File: config.mk
export PLATFORM = sky130hd
export DESIGN_NAME = tse_ctrl
export DESIGN_NICKNAME = d
export VERILOG_FILES = /design/src/rtl/core/tse_pkg.sv /design/src/rtl/core/tse_ctrl.sv
export SDC_FILE = /design/constraint.sdc
export NUM_CORES = 1
export LEC_CHECK = 0
export ABC_AREA = 1
export BUFFER_PORTS_ARGS = -buffer_cell sky130_fd_sc_hd__buf_2
export CELL_PAD_IN_SITES_DETAIL_PLACEMENT = 1
export CELL_PAD_IN_SITES_GLOBAL_PLACEMENT = 1
export CORE_MARGIN = 5
export CORE_UTILIZATION = 39
export CTS_BUF_LIST = sky130_fd_sc_hd__clkbuf_4
export CTS_CLUSTER_SIZE = 30
export DETAILED_ROUTE_END_ITERATION = 6
export GPL_ROUTABILITY_DRIVEN = 1
export GPL_TIMING_DRIVEN = 0
export HOLD_SLACK_MARGIN = 0.12
export PLACE_DENSITY_LB_ADDON = 0.1
export SLEW_MARGIN = 5
export SYNTH_ARGS = -nofsm -noshare
export SYNTH_HDL_FRONTEND = slang
export SYNTH_SLANG_ARGS = --single-unit
File: constraint.sdc
create_clock -name clk -period 6.7 [get_ports clk]
set_input_delay 0.335 -clock clk [delete_from_list [all_inputs] [get_ports clk]]
set_output_delay 0.335 -clock clk [all_outputs]
set_load 0.01 [all_outputs]
File: src/rtl/core/tse_pkg.sv
// ----------------------------------------------------------------------------
// tse_pkg
// Shared types and constants for the table search engine: table geometry,
// mode codes, the input and result transaction types and the table access
// request.
// ----------------------------------------------------------------------------
package tse_pkg;

  localparam int DEPTH  = 1024;
  localparam int ADDR_W = $clog2(DEPTH);
  localparam int KEY_W  = 32;
  localparam int IDX_W  = 10;
  // bisection bounds: signed, reach -1 and DEPTH
  localparam int BND_W  = ADDR_W + 2;

  localparam logic [1:0] MODE_WRITE = 2'd0;
  localparam logic [1:0] MODE_SEQ   = 2'd1;
  localparam logic [1:0] MODE_BIN   = 2'd2;

  typedef struct packed {
    logic [1:0]              mode;
    logic signed [KEY_W-1:0] key_value;
    logic [IDX_W-1:0]        write_index;
    logic [IDX_W-1:0]        range_low;
    logic [IDX_W-1:0]        range_high;
  } tse_in_t;

  typedef struct packed {
    logic             found;
    logic [IDX_W-1:0] position;
  } tse_out_t;

  typedef struct packed {
    logic                    we;
    logic [ADDR_W-1:0]       waddr;
    logic signed [KEY_W-1:0] wdata;
    logic                    re;
    logic [ADDR_W-1:0]       raddr;
  } tse_mem_req_t;

endpackage

File: src/rtl/core/tse_ctrl.sv
// ----------------------------------------------------------------------------
// tse_ctrl
// Search sequencer: takes one transaction at a time, writes the table or
// walks it with one read per cycle (linear scan or bisection), and holds
// the result until the output stage takes it.
// ----------------------------------------------------------------------------
module tse_ctrl
  import tse_pkg::*;
(
  input  logic                    clk,
  input  logic                    rst_n,
  input  logic                    in_valid,
  output logic                    in_stall,
  input  tse_in_t                 in_data,
  output tse_mem_req_t            mem_req,
  input  logic signed [KEY_W-1:0] mem_rdata,
  output logic                    res_valid,
  input  logic                    res_take,
  output tse_out_t                res
);

  localparam logic [1:0] ST_IDLE = 2'd0;
  localparam logic [1:0] ST_SEQ  = 2'd1;
  localparam logic [1:0] ST_BIN  = 2'd2;
  localparam logic [1:0] ST_DONE = 2'd3;

  logic [1:0]              state_r,  state_nxt;
  logic signed [KEY_W-1:0] key_r,    key_nxt;
  logic [ADDR_W-1:0]       rlo_r,    rlo_nxt;
  logic [ADDR_W-1:0]       rhi_r,    rhi_nxt;
  logic [ADDR_W-1:0]       addr_r,   addr_nxt;
  logic signed [BND_W-1:0] bl_r,     bl_nxt;
  logic signed [BND_W-1:0] bh_r,     bh_nxt;
  tse_out_t                res_r,    res_nxt;

  logic [IDX_W-1:0]        hi_sat;
  logic                    in_acc;
  logic                    in_empty;
  logic [BND_W-1:0]        in_sum;
  logic                    hit;
  logic                    go_left;
  logic signed [BND_W-1:0] nl;
  logic signed [BND_W-1:0] nh;
  logic [BND_W-1:0]        nsum;

  // clamp the range end to the table
  assign hi_sat = ({1'b0, in_data.range_high} >= (IDX_W+1)'(DEPTH))
                  ? IDX_W'(DEPTH - 1) : in_data.range_high;
  assign in_empty = in_data.range_low > hi_sat;
  assign in_acc   = in_valid && (state_r == ST_IDLE);
  assign in_sum   = BND_W'(in_data.range_low) + BND_W'(hi_sat);

  // bisection step on the returned entry
  assign hit     = (mem_rdata == key_r);
  assign go_left = (key_r < mem_rdata);
  assign nl      = go_left ? bl_r : $signed({2'b00, addr_r}) + BND_W'(1);
  assign nh      = go_left ? $signed({2'b00, addr_r}) - BND_W'(1) : bh_r;
  assign nsum    = $unsigned(nl) + $unsigned(nh);

  always_comb begin
    state_nxt     = state_r;
    key_nxt       = key_r;
    rlo_nxt       = rlo_r;
    rhi_nxt       = rhi_r;
    addr_nxt      = addr_r;
    bl_nxt        = bl_r;
    bh_nxt        = bh_r;
    res_nxt       = res_r;
    mem_req       = '0;
    mem_req.waddr = ADDR_W'(in_data.write_index);
    mem_req.wdata = in_data.key_value;
    mem_req.raddr = addr_r;
    unique case (state_r)
      ST_IDLE: begin
        if (in_acc) begin
          key_nxt   = in_data.key_value;
          rlo_nxt   = ADDR_W'(in_data.range_low);
          rhi_nxt   = ADDR_W'(hi_sat);
          res_nxt   = '0;
          state_nxt = ST_DONE;
          case (in_data.mode)
            MODE_WRITE: begin
              mem_req.we = ({1'b0, in_data.write_index} < (IDX_W+1)'(DEPTH));
            end
            MODE_SEQ: begin
              if (!in_empty) begin
                mem_req.re    = 1'b1;
                mem_req.raddr = ADDR_W'(in_data.range_low);
                addr_nxt      = ADDR_W'(in_data.range_low);
                state_nxt     = ST_SEQ;
              end
            end
            MODE_BIN: begin
              if (!in_empty) begin
                mem_req.re    = 1'b1;
                mem_req.raddr = in_sum[ADDR_W:1];
                addr_nxt      = in_sum[ADDR_W:1];
                bl_nxt        = BND_W'(in_data.range_low);
                bh_nxt        = BND_W'(hi_sat);
                state_nxt     = ST_BIN;
              end
            end
            default: begin
            end
          endcase
        end
      end
      ST_SEQ: begin
        // compare the entry read last cycle, fetch the next one
        if (hit) begin
          res_nxt.found    = 1'b1;
          res_nxt.position = IDX_W'(addr_r);
          state_nxt        = ST_DONE;
        end else if (addr_r == rhi_r) begin
          state_nxt = ST_DONE;
        end else begin
          mem_req.re    = 1'b1;
          mem_req.raddr = addr_r + ADDR_W'(1);
          addr_nxt      = addr_r + ADDR_W'(1);
        end
      end
      ST_BIN: begin
        // narrow the bounds, fetch the new middle
        if (hit) begin
          res_nxt.found    = 1'b1;
          res_nxt.position = IDX_W'(addr_r);
          state_nxt        = ST_DONE;
        end else if (nl > nh) begin
          state_nxt = ST_DONE;
        end else begin
          mem_req.re    = 1'b1;
          mem_req.raddr = nsum[ADDR_W:1];
          addr_nxt      = nsum[ADDR_W:1];
          bl_nxt        = nl;
          bh_nxt        = nh;
        end
      end
      ST_DONE: begin
        if (res_take) begin
          state_nxt = ST_IDLE;
        end
      end
      default: begin
        state_nxt = ST_IDLE;
      end
    endcase
  end

  // control state
  always_ff @(posedge clk) begin
    if (!rst_n) begin
      state_r <= ST_IDLE;
    end else begin
      state_r <= state_nxt;
    end
  end

  // working registers
  always_ff @(posedge clk) begin
    key_r  <= key_nxt;
    rlo_r  <= rlo_nxt;
    rhi_r  <= rhi_nxt;
    addr_r <= addr_nxt;
    bl_r   <= bl_nxt;
    bh_r   <= bh_nxt;
    res_r  <= res_nxt;
  end

  assign in_stall  = (state_r != ST_IDLE);
  assign res_valid = (state_r == ST_DONE);
  assign res       = res_r;

`ifndef NO_ASSERTIONS
  // a reported hit lies inside the searched range
  a_hit_in_range: assert property (@(posedge clk) disable iff (!rst_n)
    (state_r == ST_DONE && res_r.found) |->
      (ADDR_W'(res_r.position) >= rlo_r && ADDR_W'(res_r.position) <= rhi_r))
    else $error("hit position outside searched range");

  // a miss reports position zero
  a_miss_zero: assert property (@(posedge clk) disable iff (!rst_n)
    (state_r == ST_DONE && !res_r.found) |-> (res_r.position == '0))
    else $error("miss with nonzero position");

  // the scan index never leaves the range
  a_seq_index: assert property (@(posedge clk) disable iff (!rst_n)
    (state_r == ST_SEQ) |-> (addr_r >= rlo_r && addr_r <= rhi_r))
    else $error("scan index outside range");

  // the bisection middle stays between its bounds
  a_bin_mid: assert property (@(posedge clk) disable iff (!rst_n)
    (state_r == ST_BIN) |->
      ($signed({2'b00, addr_r}) >= bl_r && $signed({2'b00, addr_r}) <= bh_r))
    else $error("bisection middle outside bounds");

  // a write transaction finishes at once with no hit
  a_write_done: assert property (@(posedge clk) disable iff (!rst_n)
    (in_acc && in_data.mode == MODE_WRITE) |=> (state_r == ST_DONE && !res_r.found))
    else $error("write transaction did not complete as a miss");
`endif

endmodule
==> impl_metrics.json, run 1 <==
{
  "status": "complete, no violations",
  "async_reset_ff_share_pct": 0,
  "gp_congestion": 0.878,
  "slew_violations": 0,
  "timing.rr.start": "key_r[23]$_DFFE_PP_",
  "syn_nets": 1203,
  "fin_ws_ns": 0.650,
  "grt_pass1_wl_um": 41300,
  "hold_viol": 0,
  "clk_latency_ns": 0.48,
  "worstHoldPathType": "in2reg",
  "layout-drive-gt1-share_pct": 20.7,
  "tightestPinTransition_ns": 1.00,
  "cts_made_buffers": 9,
  "ys_seq_area_share_pct": 34.1,
  "clockRootBuffer": "clkbuf_4",
  "drv_cap": 0,
  "p_per_area_mw_per_mm2": 404,
  "io_pins": 167,
  "synth_cell_types": 47,
  "vias": 7610,
  "start_util_pct": 39.8,
  "via_per_inst": 5.07,
  "fin_nets": 1415,
  "path_class": "reg2out",
  "yosysTopAreaCellShare_pct": 33.6,
  "first_global_vias": 7907,
  "fin_crit_ns": 6.05,
  "rows": 51,
  "cts_tree": "yes",
  "synth.area.top_cells": "edfxtp_1 (34%), ha_1 (14%), nand2_1 (12%), inv_1 (6.8%), o21ai_0 (6.3%)",
  "cp-end-kind": "output pin",
  "p_leak_nw": 4.75,
  "drt_first_pass_iters": 4,
  "placed_area_mm2": 0.00892,
  "startpoint_type": "register",
  "h-tree-depth": 3,
  "wire_per_inst_um": 17.9,
  "final_cell_mix": "nand2_1 (249), buf_2 (162), inv_1 (140)",
  "detail-route-antenna-nets": 0,
  "grt_max_degree": 35,
  "synth_edf_count": 87,
  "hold_end": "bl_r[0]$_DFFE_PP_",
  "port_buffers": 156,
  "r2r_end": "bh_r[11]$_SDFFCE_PN0P_",
  "setup_tns_ns": 0,
  "areaGrowthSynthToFinish_pct": 23.1,
  "die-width_um": 151,
  "antenna_found_initial": 1,
  "gr-total-overflow": 0,
  "cts_sinks": 89,
  "synth.largest_area_cell": "edfxtp_1",
  "drc": 0,
  "clk_path_buf_depth": 2,
  "slew_headroom_pct": 33.0,
  "wl_um": 26800,
  "hpwlAfterDp_um": 21300,
  "cp.required_ns": 6.36,
  "clock_skew_ns": 0.0209,
  "ir_drop_mv": 0.232,
  "clock.fmax_mhz": 165,
  "fin_crit_sh_pct": 90.3,
  "ys_warn_count": 0,
  "rsz0062_at_grt": "no",
  "r2r_setup_slack_ns": 0.91,
  "ys_seq_elements": 89,
  "cp_common_cell": "nand2_1",
  "arrival_ns": 5.72,
  "holdWs_ns": 0.239,
  "clkTransAtPathRegs_ns": 0.16,
  "layout_commonest_cell": "nand2_1",
  "final_area_mm2": 0.00957,
  "reg2reg_depth": 29,
  "finalPower_mw": 3.87,
  "crit_fanout": 10,
  "die_h_um": 151,
  "hold_depth": 3,
  "worstHoldStart": "in_data[10]",
  "netlist_area_mm2": 0.00777,
  "syn_avg_cell_area_um2": 7.64,
  "slowest_stage": "clkbuf_1",
  "grt_usage_pct": 23.6,
  "post-place-ws_ns": 0.791,
  "synth_ff_type": "edfxtp_1",
  "critPathMaxStageDelay_ns": 0.51,
  "die_area_mm2": 0.0228,
  "setup_viol": 0,
  "syn_inst": 1017,
  "coreArea_mm2": 0.0195,
  "first_iter_violations": 437
}
logic make-up (layout without fill, tap and decap cells):
kind of cell	count (synthesis)	count (layout)	synth area share [%]
adder cells (fa/ha/maj)	86	86	14.0
XOR/XNOR	26	26	2.93
flip-flops	89	89	34.1
AO/OA/AOI/OAI	206	206	15.1
AND/OR/NAND/NOR	386	386	20.8
buffers and inverters	224	441	13.0
other	0	1	0
layer usage:
metal	wire length (um)	GRT usage, %
met5	0	0
met4	497	6.53
met3	1210	2.51
met2	13100	41.1
met1	12000	31.3
state kept, by name, indices dropped and copies added, names as in the netlist:
name     count
key_r       32
bh_r        12
bl_r        12
res         11
addr_r      10
rhi_r       10
state_r      2
power breakdown:
part	leakage (nW)	switching, mW	internal (mW)
sequential	0.838	0.0581	0.848
combinational	3.80	1.67	0.834
clock	0.112	0.218	0.237
total	4.75	1.95	1.92
synth_stat cells (2+ instances only):
cell and instances:
nand2_4 2, xor2_1 22, a31oi_1 9, nand3_1 28, a21o_1 4, o21bai_1 6
buf_4 42, nand4_1 9, nand3_2 4, a21oi_2 10, o31ai_1 2, clkinv_1 4
fa_1 2, a32oi_1 2, inv_1 141, nor2_1 68, buf_1 2, a211oi_1 4
nand2_2 4, ha_1 84, inv_2 2, o21ai_0 98, buf_2 6, or2_2 4
nor3b_1 2, a21oi_1 55, edfxtp_1 87, xnor2_1 4, a221oi_1 2, nor2_2 3
nor3_1 7, nand2_1 249, o211ai_1 7, o21a_1 3, clkbuf_1 26, dfxtp_1 2
worst max-delay path, delay by kind of cell (launching register included):
kind | cells | cell delay [ns]
flip-flops | 1 | 0.41
AND/OR/NAND/NOR | 19 | 1.99
adder cells (fa/ha/maj) | 2 | 0.58
AO/OA/AOI/OAI | 6 | 0.89
buffers and inverters | 4 | 1.21
XOR/XNOR | 1 | 0.18
through the flow:
stage	util (%)	cells
floorplan	-	1017
global placement	45.5	1438
detailed placement	45.7	1440
CTS	48.9	1498
global route	49.0	1500
finish	49.0	1500
final cells by class:
| type | count | area (um2) |
|---|---|---|
| Fill cell | 2535 | 9960 |
| Multi-Input combinational cell | 704 | 4110 |
| Sequential cell | 89 | 2650 |
| Timing Repair Buffer | 201 | 1250 |
| Inverter | 147 | 552 |
| Buffer | 77 | 463 |
| Tap cell | 265 | 332 |
| Clock inverter | 5 | 129 |
| Clock buffer | 11 | 82.6 |
| Antenna cell | 1 | 2.50 |
repair_timing:
item,in CTS,in global routing
endpoints found under the setup margin,0,1
setup buffers,0,0
gates resized for setup,0,2
endpoints found under the hold margin,43,1
hold buffers,42,1
worst max-delay path by stage:
stage | startpoint | to
after floorplan | mem_rdata[31] | bh_r[0]$_DFFE_PP_
after global routing | key_r[3]$_DFFE_PP_ | mem_req[9]
after detailed placement | mem_rdata[23] | bl_r[10]$_SDFFCE_PN0P_
final | key_r[23]$_DFFE_PP_ | mem_req[9]
after CTS | key_r[23]$_DFFE_PP_ | mem_req[9]
after global placement | mem_rdata[23] | bl_r[0]$_DFFE_PP_
Power figures use the tool's default switching activity.
==> run 2: changes to the inputs <==
clock period = 7.4 ns   (was 6.7 ns; I/O delays follow)
==> run 2 against run 1 <==
Net effect: clock skew decreased by 0.0042 ns; routed wire length increased by 0.13%; final cell count decreased by 0.13%; first-iteration DRC count decreased by 14%; register-to-register slack improved by 0.67 ns; critical path depth decreased by 3; non-clock buffer count decreased by 2; hold slack got worse by 0.079 ns; sequential share of layout area increased by 0.062 points; critical path type unchanged; largest cell class unchanged; largest power group unchanged; highest routed layer unchanged.
==> impl_metrics.json, run 2 (synthesis gave the netlist of run 1 again) <==
{
  "status": "complete, no violations",
  "via_per_inst": 5.08,
  "post-place-ws_ns": 1.46,
  "top_layer_used": "met4",
  "ir_drop_mv": 0.211,
  "antenna_found_initial": 1,
  "grt_pass1_wl_um": 41300,
  "slew_violations": 0,
  "io_pins": 167,
  "fin_crit_sh_pct": 82.5,
  "die_area_mm2": 0.0228,
  "wire_per_inst_um": 17.9,
  "cts_tree": "yes",
  "regMostFlops": "key_r",
  "largest_register_ffs": 32,
  "hold_viol": 0,
  "fin_nets": 1413,
  "vias": 7605,
  "fin_ws_ns": 1.30,
  "startpoint_type": "register",
  "cp.required_ns": 7.03,
  "slowest_stage": "clkbuf_1",
  "fin_crit_ns": 6.10,
  "crit_fanout": 10,
  "clock_skew_ns": 0.0167,
  "grt_usage_pct": 23.6,
  "gr-total-overflow": 0,
  "clk_latency_ns": 0.48,
  "path_class": "reg2out",
  "clock.fmax_mhz": 164,
  "wl_um": 26900,
  "slew_headroom_pct": 32.8,
  "die_h_um": 151,
  "arrival_ns": 5.73,
  "wl_met3_um": 1170,
  "first_global_vias": 7902,
  "h-tree-depth": 3,
  "rows": 51,
  "final_cell_mix": "nand2_1 (249), buf_2 (162), inv_1 (140)",
  "r2r_setup_slack_ns": 1.58,
  "drt_first_pass_iters": 5,
  "cts_setup_buffers": 0,
  "dpl.cell_count": 1440,
  "holdBufCountCts": 41,
  "post_cts_resized": 0,
  "wl_met1_um": 12100,
  "detail-route-antenna-nets": 0,
  "areaGrowthSynthToFinish_pct": 22.9,
  "clockRootBuffer": "clkbuf_4",
  "die-width_um": 151,
  "p_leak_nw": 4.74,
  "setup_viol": 0,
  "grt_max_degree": 35,
  "clk_path_buf_depth": 2,
  "gp_congestion": 0.878,
  "drv_cap": 0,
  "cts_sinks": 89,
  "layout_commonest_cell": "nand2_1",
  "wl_met2_um": 13100,
  "p_per_area_mw_per_mm2": 367,
  "start_util_pct": 39.8,
  "port_buffers": 156,
  "cp_common_cell": "nand2_1",
  "coreArea_mm2": 0.0195,
  "hpwlAfterDp_um": 21300,
  "tightestPinTransition_ns": 1.01,
  "cp-end-kind": "output pin",
  "fin_cells": 1498,
  "layout-drive-gt1-share_pct": 20.7,
  "rsz0062_at_grt": "no",
  "setup_tns_ns": 0,
  "reg_top3": "key_r: 32 flops, bh_r: 12 flops, bl_r: 12 flops",
  "first_iter_violations": 374,
  "drc": 0,
  "cts_made_buffers": 9,
  "clkTransAtPathRegs_ns": 0.16,
  "worstHoldPathType": "in2reg",
  "critPathMaxStageDelay_ns": 0.53
}
-- run 2: final timing paths --
path,start,endpoint,cells after the start
hold / removal,in_data[9],rhi_r[9]$_DFFE_PP_,1
setup / recovery,key_r[23]$_DFFE_PP_,mem_req[9],29
setup reg to reg,key_r[23]$_DFFE_PP_,bl_r[7]$_DFFE_PP_,29
hold reg to reg,bl_r[10]$_SDFFCE_PN0P_,bl_r[10]$_SDFFCE_PN0P_,2
-- run 2: per-layer routing --
metal | vias to the layer above | GRT usage (%)
li1 | 3730 | -
met1 | 3653 | 31.2
met2 | 191 | 41.0
met3 | 31 | 2.54
met4 | 0 | 6.62
met5 | - | 0
-- run 2: critical path, delay by kind of cell, from the launching register on --
family | cells | cell delay [ns]
AO/OA/AOI/OAI | 5 | 0.97
XOR/XNOR | 1 | 0.18
adder cells (fa/ha/maj) | 2 | 0.72
buffers and inverters | 4 | 1.25
flip-flops | 1 | 0.41
AND/OR/NAND/NOR | 17 | 1.75
-- run 2: area by class of cell --
cell class,count,area (um2)
diodes,1,2.50
plain buffers,77,462
clock buffers,11,82.6
clock inverters,5,129
fillers,2535,9980
inverters,147,552
multi-input cells,704,4110
flip-flops and latches,89,2650
well taps,265,332
repair buffers,199,1230
-- run 2: metrics by stage --
| stage | instance area [um2] | total power, mW | utilization, % | hold WS [ns] |
|---|---|---|---|---|
| floorplan | 7770 | 2.32 | - | 0.469 |
| global placement | 8880 | 3.01 | 45.5 | 0.562 |
| detailed placement | 8920 | 3.07 | 45.7 | 0.564 |
| global route | 9550 | 3.81 | 48.9 | 0.145 |
| finish | 9550 | 3.51 | 48.9 | 0.160 |
| CTS | 9550 | 3.51 | 48.9 | 0.132 |
-- run 2: where the power goes --
| group | internal (mW) | switching [mW] | total, mW |
|---|---|---|---|
| Clock | 0.214 | 0.198 | 0.412 |
| Combinational | 0.754 | 1.52 | 2.27 |
| Sequential | 0.768 | 0.0530 | 0.821 |
